`src/hw/rtl/pft_pkg.sv`:
```
`timescale 1ns / 1ps
// ----------------------------------------------------------------------------
// Path forwarding table package
// Shared request, status and sequencer codes.
// ----------------------------------------------------------------------------
package pft_pkg;

   typedef enum logic [1:0] {
      ACT_FIND    = 2'd0,
      ACT_INSTALL = 2'd1,
      ACT_REVOKE  = 2'd2,
      ACT_EXPIRE  = 2'd3
   } action_type;

   typedef enum logic [2:0] {
      ST_OK        = 3'd0,
      ST_BAD_ARG   = 3'd1,
      ST_DENIED    = 3'd2,
      ST_NO_SPACE  = 3'd3,
      ST_NOT_FOUND = 3'd4
   } status_type;

   typedef enum logic [3:0] {
      FSM_IDLE  = 4'b0001,
      FSM_READ  = 4'b0010,
      FSM_CHECK = 4'b0100,
      FSM_DONE  = 4'b1000
   } fsm_type;

   localparam logic [15:0] NODE_BCAST = 16'hFFFF;

endpackage

```
`src/hw/rtl/path_forwarding_table.sv`:
```
`timescale 1ns / 1ps
// ----------------------------------------------------------------------------
// Path forwarding table
// Keyed table of path entries serving find, install, revoke and expire.
// ----------------------------------------------------------------------------
// An item is taken when start is high and busy is low. The sequencer reads
// one slot from the entry memory per step, a read state then a compare state
// for each slot, and ends in a done state; busy stays high until it is back in
// idle. The result appears for one cycle with rsp_strobe and cannot be stalled.
module path_forwarding_table #(
   parameter int ENTRIES = 16
) (
   input  logic        clock,
   input  logic        reset,
   input  logic        start,
   output logic        busy,
   input  logic [1:0]  req_action,
   input  logic [15:0] req_owner_node,
   input  logic [31:0] req_session,
   input  logic [31:0] req_path_number,
   input  logic [15:0] req_dest_node,
   input  logic [15:0] req_hop_node,
   input  logic [7:0]  req_hops_left,
   input  logic [3:0]  req_link_index,
   input  logic        req_has_capability,
   input  logic [7:0]  req_wire_profile,
   input  logic [15:0] req_mtu,
   input  logic [31:0] req_time_ms,
   input  logic        csr_valid,
   output logic        csr_ready,
   input  logic [7:0]  csr_data,
   output logic        rsp_strobe,
   output logic [2:0]  rsp_status,
   output logic [15:0] rsp_out_next_hop,
   output logic [7:0]  rsp_out_hops_left,
   output logic [3:0]  rsp_out_link,
   output logic        rsp_out_terminal,
   output logic [7:0]  rsp_out_profile,
   output logic [15:0] rsp_out_mtu,
   output logic [31:0] rsp_out_deadline,
   output logic [4:0]  rsp_expired_count
);

   localparam int IW = (ENTRIES > 1) ? $clog2(ENTRIES) : 1;
   localparam int EW = 16 + 32 + 32 + 16 + 29 + 24 + 32;

   logic [EW-1:0] mem [ENTRIES];
   logic [ENTRIES-1:0] valid_ff, valid_in;

   pft_pkg::fsm_type state_ff, state_in;
   logic [7:0] hwp_ff;
   logic [IW-1:0] idx_ff, idx_in;
   logic [EW-1:0] rd_ff;
   logic [1:0] act_ff;
   logic [15:0] own_ff, dst_ff;
   logic [31:0] ses_ff, pth_ff, tms_ff;
   logic [28:0] route_ff;
   logic [23:0] cap_ff;
   logic bad_ff;
   logic free_ok_ff, free_ok_in;
   logic [IW-1:0] free_ff, free_in;
   logic [4:0] cnt_ff, cnt_in;
   logic [2:0] st_ff, st_in;
   logic hit_ff, hit_in;
   logic [84:0] hitent_ff, hitent_in;
   logic wr_en;
   logic [IW-1:0] wr_idx;
   logic [EW-1:0] wr_data;
   logic last;
   logic [2:0] done_st;
   logic found;

   logic [15:0] e_own, e_dst;
   logic [31:0] e_ses, e_pth, e_dl, e_diff;
   logic [28:0] e_route;
   logic [23:0] e_cap;
   logic keyhit, term, key_ok, bad;
   logic accept;

   assign accept = start && !busy;
   assign busy = (state_ff != pft_pkg::FSM_IDLE);
   assign csr_ready = 1'b1;
   assign last = (idx_ff == IW'(ENTRIES - 1));
   assign {e_own, e_ses, e_pth, e_dst, e_route, e_cap, e_dl} = rd_ff;
   assign keyhit = valid_ff[idx_ff] && e_own == own_ff && e_ses == ses_ff
      && e_pth == pth_ff;
   assign e_diff = tms_ff - e_dl;

   assign term = (req_hop_node == 16'd0);
   assign key_ok = req_owner_node != 16'd0 && req_owner_node != pft_pkg::NODE_BCAST
      && req_session != 32'd0 && req_path_number != 32'd0
      && req_dest_node != 16'd0 && req_dest_node != pft_pkg::NODE_BCAST;
   always_comb begin
      bad = !key_ok;
      if (req_action == pft_pkg::ACT_INSTALL) begin
         bad = !key_ok || req_time_ms == 32'd0 || (term != (req_hops_left == 8'd0))
            || (term != (req_link_index == 4'd0));
         if (req_has_capability && (term || req_mtu == 16'd0
               || req_wire_profile == 8'd0 || req_wire_profile > hwp_ff)) begin
            bad = 1'b1;
         end
      end
   end

   always_ff @(posedge clock) begin
      rd_ff <= mem[idx_ff];
      if (wr_en) begin
         mem[wr_idx] <= wr_data;
      end
   end

   always_comb begin
      state_in = state_ff;
      idx_in = idx_ff;
      valid_in = valid_ff;
      free_ok_in = free_ok_ff;
      free_in = free_ff;
      cnt_in = cnt_ff;
      st_in = st_ff;
      hit_in = hit_ff;
      hitent_in = hitent_ff;
      wr_en = 1'b0;
      wr_idx = idx_ff;
      wr_data = {e_own, e_ses, e_pth, e_dst, route_ff, cap_ff, tms_ff};
      unique case (state_ff)
         pft_pkg::FSM_IDLE: begin
            if (accept) begin
               idx_in = '0;
               free_ok_in = 1'b0;
               cnt_in = '0;
               hit_in = 1'b0;
               st_in = pft_pkg::ST_OK;
               state_in = pft_pkg::FSM_READ;
            end
         end
         pft_pkg::FSM_READ: begin
            state_in = pft_pkg::FSM_CHECK;
         end
         pft_pkg::FSM_CHECK: begin
            state_in = pft_pkg::FSM_READ;
            if (last) begin
               state_in = pft_pkg::FSM_DONE;
            end
            unique case (act_ff)
               pft_pkg::ACT_FIND: begin
                  if (!hit_ff && keyhit && e_dst == dst_ff) begin
                     hit_in = 1'b1;
                     hitent_in = {e_route, e_cap, e_dl};
                  end
               end
               pft_pkg::ACT_INSTALL: begin
                  if (!hit_ff && keyhit) begin
                     hit_in = 1'b1;
                     if (e_dst != dst_ff) begin
                        st_in = pft_pkg::ST_DENIED;
                     end else begin
                        wr_en = !bad_ff;
                     end
                  end
                  if (!valid_ff[idx_ff] && !free_ok_ff) begin
                     free_ok_in = 1'b1;
                     free_in = idx_ff;
                  end
               end
               pft_pkg::ACT_REVOKE: begin
                  if (!hit_ff && keyhit && e_dst == dst_ff) begin
                     hit_in = 1'b1;
                     valid_in[idx_ff] = bad_ff ? valid_ff[idx_ff] : 1'b0;
                  end
               end
               pft_pkg::ACT_EXPIRE: begin
                  if (valid_ff[idx_ff] && !e_diff[31]) begin
                     valid_in[idx_ff] = 1'b0;
                     cnt_in = (cnt_ff == 5'd31) ? cnt_ff : cnt_ff + 5'd1;
                  end
               end
               default: ;
            endcase
            idx_in = idx_ff + IW'(1);
         end
         pft_pkg::FSM_DONE: begin
            state_in = pft_pkg::FSM_IDLE;
            idx_in = '0;
            if (act_ff == pft_pkg::ACT_INSTALL && !bad_ff && !hit_ff && free_ok_ff) begin
               wr_en = 1'b1;
               wr_idx = free_ff;
               wr_data = {own_ff, ses_ff, pth_ff, dst_ff, route_ff, cap_ff, tms_ff};
               valid_in[free_ff] = 1'b1;
            end
         end
         default: state_in = pft_pkg::FSM_IDLE;
      endcase
   end

   always_comb begin
      found = 1'b0;
      done_st = pft_pkg::ST_OK;
      unique case (act_ff)
         pft_pkg::ACT_FIND: begin
            if (!bad_ff && hit_ff) begin
               found = 1'b1;
            end else begin
               done_st = pft_pkg::ST_NOT_FOUND;
            end
         end
         pft_pkg::ACT_INSTALL: begin
            if (bad_ff) begin
               done_st = pft_pkg::ST_BAD_ARG;
            end else if (hit_ff) begin
               done_st = st_ff;
            end else if (!free_ok_ff) begin
               done_st = pft_pkg::ST_NO_SPACE;
            end
         end
         pft_pkg::ACT_REVOKE: begin
            if (bad_ff) begin
               done_st = pft_pkg::ST_BAD_ARG;
            end else if (!hit_ff) begin
               done_st = pft_pkg::ST_NOT_FOUND;
            end
         end
         default: ;
      endcase
   end

   always_ff @(posedge clock) begin
      if (reset) begin
         state_ff <= pft_pkg::FSM_IDLE;
         valid_ff <= '0;
         hwp_ff <= 8'd3;
         idx_ff <= '0;
         rsp_strobe <= 1'b0;
      end else begin
         state_ff <= state_in;
         valid_ff <= valid_in;
         idx_ff <= idx_in;
         if (csr_valid && csr_ready) begin
            hwp_ff <= csr_data;
         end
         rsp_strobe <= (state_ff == pft_pkg::FSM_DONE);
      end
   end

   always_ff @(posedge clock) begin
      free_ok_ff <= free_ok_in;
      free_ff <= free_in;
      cnt_ff <= cnt_in;
      hit_ff <= hit_in;
      hitent_ff <= hitent_in;
      st_ff <= st_in;
      if (accept) begin
         act_ff <= req_action;
         own_ff <= req_owner_node;
         ses_ff <= req_session;
         pth_ff <= req_path_number;
         dst_ff <= req_dest_node;
         tms_ff <= req_time_ms;
         route_ff <= {term, req_link_index, req_hops_left, req_hop_node};
         cap_ff <= req_has_capability ? {req_mtu, req_wire_profile} : 24'd0;
         bad_ff <= bad;
      end
      if (state_ff == pft_pkg::FSM_DONE) begin
         rsp_status <= done_st;
         rsp_out_next_hop <= found ? hitent_ff[71:56] : 16'd0;
         rsp_out_hops_left <= found ? hitent_ff[79:72] : 8'd0;
         rsp_out_link <= found ? hitent_ff[83:80] : 4'd0;
         rsp_out_terminal <= found ? hitent_ff[84] : 1'b0;
         rsp_out_profile <= found ? hitent_ff[39:32] : 8'd0;
         rsp_out_mtu <= found ? hitent_ff[55:40] : 16'd0;
         rsp_out_deadline <= found ? hitent_ff[31:0] : 32'd0;
         rsp_expired_count <= cnt_ff;
      end
   end

`ifndef NO_ASSERTIONS
   a_strobe_after_done: assert property (@(posedge clock) disable iff (reset)
      (state_ff == pft_pkg::FSM_DONE) |=> rsp_strobe) else $error("missing strobe");
   a_no_accept_busy: assert property (@(posedge clock) disable iff (reset)
      busy |=> !(state_ff == pft_pkg::FSM_IDLE && $past(state_ff) == pft_pkg::FSM_READ))
      else $error("bad sequencer step");
   a_csr_idle: assert property (@(posedge clock) disable iff (reset)
      (state_ff == pft_pkg::FSM_IDLE) |-> (idx_ff == '0)) else $error("index not reset");
   a_cnt_clear: assert property (@(posedge clock) disable iff (reset)
      (state_ff == pft_pkg::FSM_READ && idx_ff == '0) |-> (cnt_ff == 5'd0))
      else $error("count not cleared");
`endif

endmodule

```
`config.mk`:
```
export PLATFORM = sky130hd
export DESIGN_NAME = path_forwarding_table
export DESIGN_NICKNAME = d
export VERILOG_FILES = /design/src/hw/rtl/pft_pkg.sv /design/src/hw/rtl/path_forwarding_table.sv
export SDC_FILE = /design/constraint.sdc
export NUM_CORES = 2
export LEC_CHECK = 0
export ABC_CLOCK_PERIOD_IN_PS = 13240
export BUFFER_PORTS_ARGS = -buffer_cell sky130_fd_sc_hd__buf_2
export CORE_UTILIZATION = 56
export DETAILED_ROUTE_END_ITERATION = 16
export GPL_ROUTABILITY_DRIVEN = 0
export PLACE_DENSITY = 0.75
export RECOVER_POWER = 100
export SETUP_SLACK_MARGIN = 0.3
export SYNTH_ARGS = -nofsm -noshare
export SYNTH_HDL_FRONTEND = slang
export SYNTH_SLANG_ARGS = --single-unit
```
`constraint.sdc`:
```
create_clock -name clock -period 13.24 [get_ports clock]
set_input_delay 1.324 -clock clock [delete_from_list [all_inputs] [get_ports clock]]
set_output_delay 1.324 -clock clock [all_outputs]
set_load 0.01 [all_outputs]
```
-- After elaboration in Yosys (flattened, before gate mapping)
Memories as Yosys holds them, arrays and structs flattened. A register that Yosys moved wholly into a read port is not among the register bits.
Cells that the tools add are included.
W data, S select, Z words.
- bits in registers: 409
- bits in writable memories: 2896
- input bits: 195
- output and inout port bits: 96
- memories kept: 1
- memories (name ; words ; width ; rd ports ; clocked after Yosys merged registers in ; write ports ; line ; source):
    mem ; 16 ; 181 ; 1 ; 1 ; 1 ; path_forwarding_table.sv:47 ; logic [EW-1:0] mem [ENTRIES];
- add/subtract/negate cells: 3
- order comparisons: 5
- eq/ne operators: 35
- muxes and demuxes: 58
- bitwise gates (word level): 3
- reductions and logical operators: 56
- operators by type and width (cell ; number):
    $mux W181 ; 2
    $eq A32 B32 Y1 ; 2
    $pmux W16 S2 ; 2
    $reduce_bool A32 Y1 ; 2
    $mux W16 ; 3
    $eq A16 B16 Y1 ; 2
    $logic_not A16 Y1 ; 2
    $logic_not A32 Y1 ; 1
    $ne A16 B16 Y1 const B ; 2
    $reduce_bool A16 Y1 ; 2
    $sub A32 B32 Y32 ; 1
    $mux W3 ; 9
    $pmux W4 S3 ; 2
    $logic_and A1 B1 Y1 ; 20
    $mux W4 ; 5
    $mux W5 ; 4
    $reduce_and A5 Y1 ; 4
    $mux W1 ; 19
    $ne A2 B2 Y1 const B ; 9
    $ne A3 B3 Y1 const B ; 6
    $and A16 B16 Y16 ; 1
    $bwmux W16 ; 1
    $logic_not A8 Y1 ; 2
    $ne A16 B16 Y1 ; 1
    33 further kinds ; 56

-- Logic depth before layout (Yosys ltp)
- depth in word-level cells: 12
- gate-level depth with buffers: 13
- gate-level depth less buffers: 11

-- Least setup slack after synthesis
No wires, ideal clock.
- path kind: reg2reg
- start point: register state_ff[0]
- end point: memory mem[11][0] in the netlist's numbering, enable pin
- arrival: 12.330 ns
- required time: 12.514 ns
- setup slack: 0.184 ns
- stages on the path, launching flop included: 9
- path buffers: 1
- cells stage by stage: dfxtp_1 -> nor2_1 -> nand3b_1 -> inv_1 -> clkbuf_1 -> nand3_1 -> o21ai_0 -> nand2_1 -> nor2_1
- word-level cells in the longest chain between the ends: 4
- elaborated cells on any way between the ends: 6
- ends and longest elaborated chain (element ; line ; source):
    from (decl) ; path_forwarding_table.sv:50 ; pft_pkg::fsm_type state_ff, state_in;
    from (signal assigned) ; path_forwarding_table.sv:228 ; state_ff <= pft_pkg::FSM_IDLE;
    from (signal assigned) ; path_forwarding_table.sv:234 ; state_ff <= state_in;
    $eq A4 B4 Y1 or $eq A4 B3 Y1 (tied branches) ; path_forwarding_table.sv:125 ; unique case (state_ff)
    $pmux W1 S2 ; path_forwarding_table.sv:125 ;
    $mux W1 ; path_forwarding_table.sv:107 ; if (wr_en) begin
    $mux W1 (implied by the code) ; path_forwarding_table.sv:108 ; mem[wr_idx] <= wr_data;
    to (decl) ; path_forwarding_table.sv:47 ;
Parallel ways exist; a longest one is shown, timed or not.

-- Worst setup path after layout
- start point: register state_ff[1]
- end point: memory mem[12][25] in the netlist's numbering, enable pin
Same word-level chain as after synthesis.

==> results by group <==
Floorplanning
  • Horiz. Die Dim: 484 um
  • Rows: 176
  • Die height: 484 um
  • Core ar.: 0.230 mm^2
  • Initial Util: 0.564
  • Die area: 0.234 mm^2
  • I/O Pins: 291

Route
  • Final ANT Viol Nets: 0
  • WL met1: 114000 um
  • WL per Instance: 32.3 um
  • Met3 WL: 28800 um
  • DRC: 0
  • Via count: 61500
  • Top layer in use: met5
  • Final WL: 307000 um
  • Routed vias/inst: 6.46
  • DRT Pass-1 Iters: 8
  • Initial drt markers: 8400
  • Wire length on met2: 153000 um

Clock network
  • PostCTS Resize Cnt: 0
  • CTS Buf Count: 351
  • Hold-fix buffer count after cts: 0
  • Clk sink count: 3484
  • Longest Clk Path Bufs: 4
  • Root Driver: clkbuf_16
  • Worst skew pair latency: 0.98 ns
  • CTS tree: done
  • H-Tree Level Count: 5
  • Reg clk slew, reported paths: 0.06 ns
  • Setup bufs post-CTS: 0

Timing
  • Final number of max-transition violations: 1461
  • Slew headroom: -2.09
  • Min Tclk post-route: 9.75 ns
  • Clock skew: 0.0954 ns
  • Worst-margin pin slew: 4.64 ns
  • Final TNS setup: 0 ns
  • Final period utilization: 0.737
  • Setup violators final: 0
  • Final hold vios: 0
  • Final setup margin: 3.49 ns
  • Unrepaired setup endpoints after global routing: false
  • Fmax: 103 MHz

Yosys
  • Seq cells post-synth: 3484
  • Sequential-to-total area share from yosys stat: 0.789
  • Yosys top cell by area: edfxtp_1
  • Ranking of synthesized cells by area: edfxtp_1, mux4_2, dfxtp_1, nand2_1, and2_1
  • Count leader, synth: edfxtp_1
  • Synth top area share: 0.756
  • Yosys warns: 0
  • Commonest cells post-synth: edfxtp_1, mux4_2, nand2_1, dfxtp_1, clkbuf_1
  • Post-synth net total: 5948
  • Top FF cell, synth: edfxtp_1
  • Distinct cells, synth: 55
  • Post-Syn Instances: 5709
  • Async set-reset flop share out of synthesis: 0
  • EDFF count, synth: 3270
  • Synthesized area per cell: 22.8 um^2
  • Post-Syn Area: 0.130 mm^2

Critical path
  • Crit end category: flop
  • Slowest stage cell, crit path: clkinvlp_2
  • Critical path's largest stage delay: 3.00 ns
  • Family with the most delay on the worst path: buffers and inverters
  • Most frequent CP cell: buf_4
  • Buffers & Inverters on Critical Path: 5
  • CP cell instances: nor2_1 -> nand3b_1 -> buf_4 -> clkinvlp_2 -> and3_1 -> nor3_1 -> a21oi_1 -> nor2_4 -> buf_4 -> buf_4 -> buf_4
  • Crit path arrival time: 10.27 ns
  • Crit path kind: flop to flop
  • Startpoint Class: flop
  • CP required: 13.76 ns
  • Crit Path Max Fanout: 72

Finish
  • Fin area: 0.146 mm^2
  • Final nets: 6436
  • Final core utilization: 0.634
  • FILL cells: 14700
  • Share of layout cells above drive strength 1: 0.241
  • Layout area overhead: 12.4%

Place
  • Post-place setup slack: 6.20 ns
  • Post-DP HPWL: 159000 um
  • IO buf count: 289
  • Placed Area: 0.135 mm^2

Power
  • Total power: 22.1 mW
  • P per Cell Area: 151 mW/mm^2
  • Leakage power: 38.6 nW
  • Max IR drop VDD: 0.129 mV

Flow run
  • Max_cap viols: 30

Global route
  • Vias in the first global route: 63200
  • Largest net degree at the start of global routing: 163
  • First-pass GRT wire length: 444000 um
  • Gr usage total: 0.264
  • Antenna violations before repair: 26
  • Overflow after GRT: 0

Run status
  • Status: finished, violations left
  • Failing checks: max-capacitance violations, max-slew violations

Hold path
  • HP Class: flop to flop
## cell type report
type / instances / area (um^2) / share of cell area
Antenna cell: 14 / 35.0 / 0.000240
Clock buffer: 462 / 9620 / 0.0659
Clock inverter: 162 / 1660 / 0.0114
Inverter: 57 / 216 / 0.00148
Multi-Input combinational cell: 1908 / 26300 / 0.180
Sequential cell: 3484 / 102000 / 0.702
Tap cell: 3026 / 3790 / 0.0259
Timing Repair Buffer: 395 / 1980 / 0.0135
## placed cells by master (no fill, tap or decap), types with 20 or more instances in the layout
master	Yosys	routed
a21oi_1	42	42
a31oi_1	35	35
and2_0	0	74
and2_1	113	39
buf_2	5	45
buf_4	1	60
bufinv_16	0	30
clkbuf_1	183	353
clkbuf_16	0	357
clkbuf_8	0	29
clkinv_1	1	38
clkinv_2	0	72
dfxtp_1	214	214
edfxtp_1	3270	3270
ha_1	44	44
inv_1	56	54
mux4_2	909	909
nand2_1	337	337
nand4_1	32	33
nor2_1	79	67
nor2b_1	20	20
nor4_1	65	65
o21ai_0	33	34
xnor2_1	24	24
xor2_1	61	61
## flip-flops by register name, summed over array words and instances (netlist names), 24 cells and up
| signal | flops |
|---|---|
| mem | 2896 |
| rd_ff | 181 |
| hitent_ff | 85 |
| pth_ff | 32 |
| rsp_out_deadline | 32 |
| ses_ff | 32 |
| tms_ff | 32 |
| route_ff | 29 |
| cap_ff | 24 |
## power breakdown
part	total [mW]	internal [mW]	switching [mW]
Sequential	12.1	12.0	0.102
Clock	9.78	5.69	4.08
Combinational	0.184	0.0520	0.132
Total	22.1	17.8	4.32
## per-layer routing
metal / up-vias / global-route usage
li1: 24800 / -
met1: 32300 / 0.363
met2: 3700 / 0.433
met3: 644 / 0.0441
met4: 14 / 0.0934
met5: - / 0
## worst reg2reg max path: stages (launching register included)
cell        delay (ns)
dfxtp_1           0.40
nor2_1            0.09
nand3b_1          0.09
buf_4             0.25
clkinvlp_2        3.01
and3_1            2.09
nor3_1            0.44
a21oi_1           0.25
nor2_4            0.27
buf_4             0.66
buf_4             0.85
buf_4             0.87
## cells by family (layout without fill, tap and decap cells)
family / count (synthesis) / in the layout / synth area share
flip-flops: 3484 / 3484 / 0.789
buffers and inverters: 317 / 1076 / 0.00942
XOR/XNOR: 85 / 85 / 0.00573
AND/OR/NAND/NOR: 700 / 700 / 0.0256
multiplexers: 916 / 916 / 0.158
AO/OA/AOI/OAI: 162 / 162 / 0.00823
adder cells (fa/ha/maj): 44 / 44 / 0.00424
other: 1 / 15 / 0.0000289
## worst paths after layout
kind,startpoint,endpoint,slack [ns],depth (start not counted)
setup / recovery,state_ff[1],mem[12][25],3.49,11
setup reg to reg,state_ff[1],mem[12][25],3.49,11
hold reg to reg,rd_ff[38],hitent_ff[38],0.38,0
hold / removal,rd_ff[38],hitent_ff[38],0.38,0
## through the flow
step                cells  hold slack, ns
finish               9508           0.383
floorplan            5709           0.386
global route         9500           0.397
CTS                  9494           0.391
detailed placement   8870           0.389
global placement     8870           0.386
Note: power is estimated with default switching activity, not from simulation.
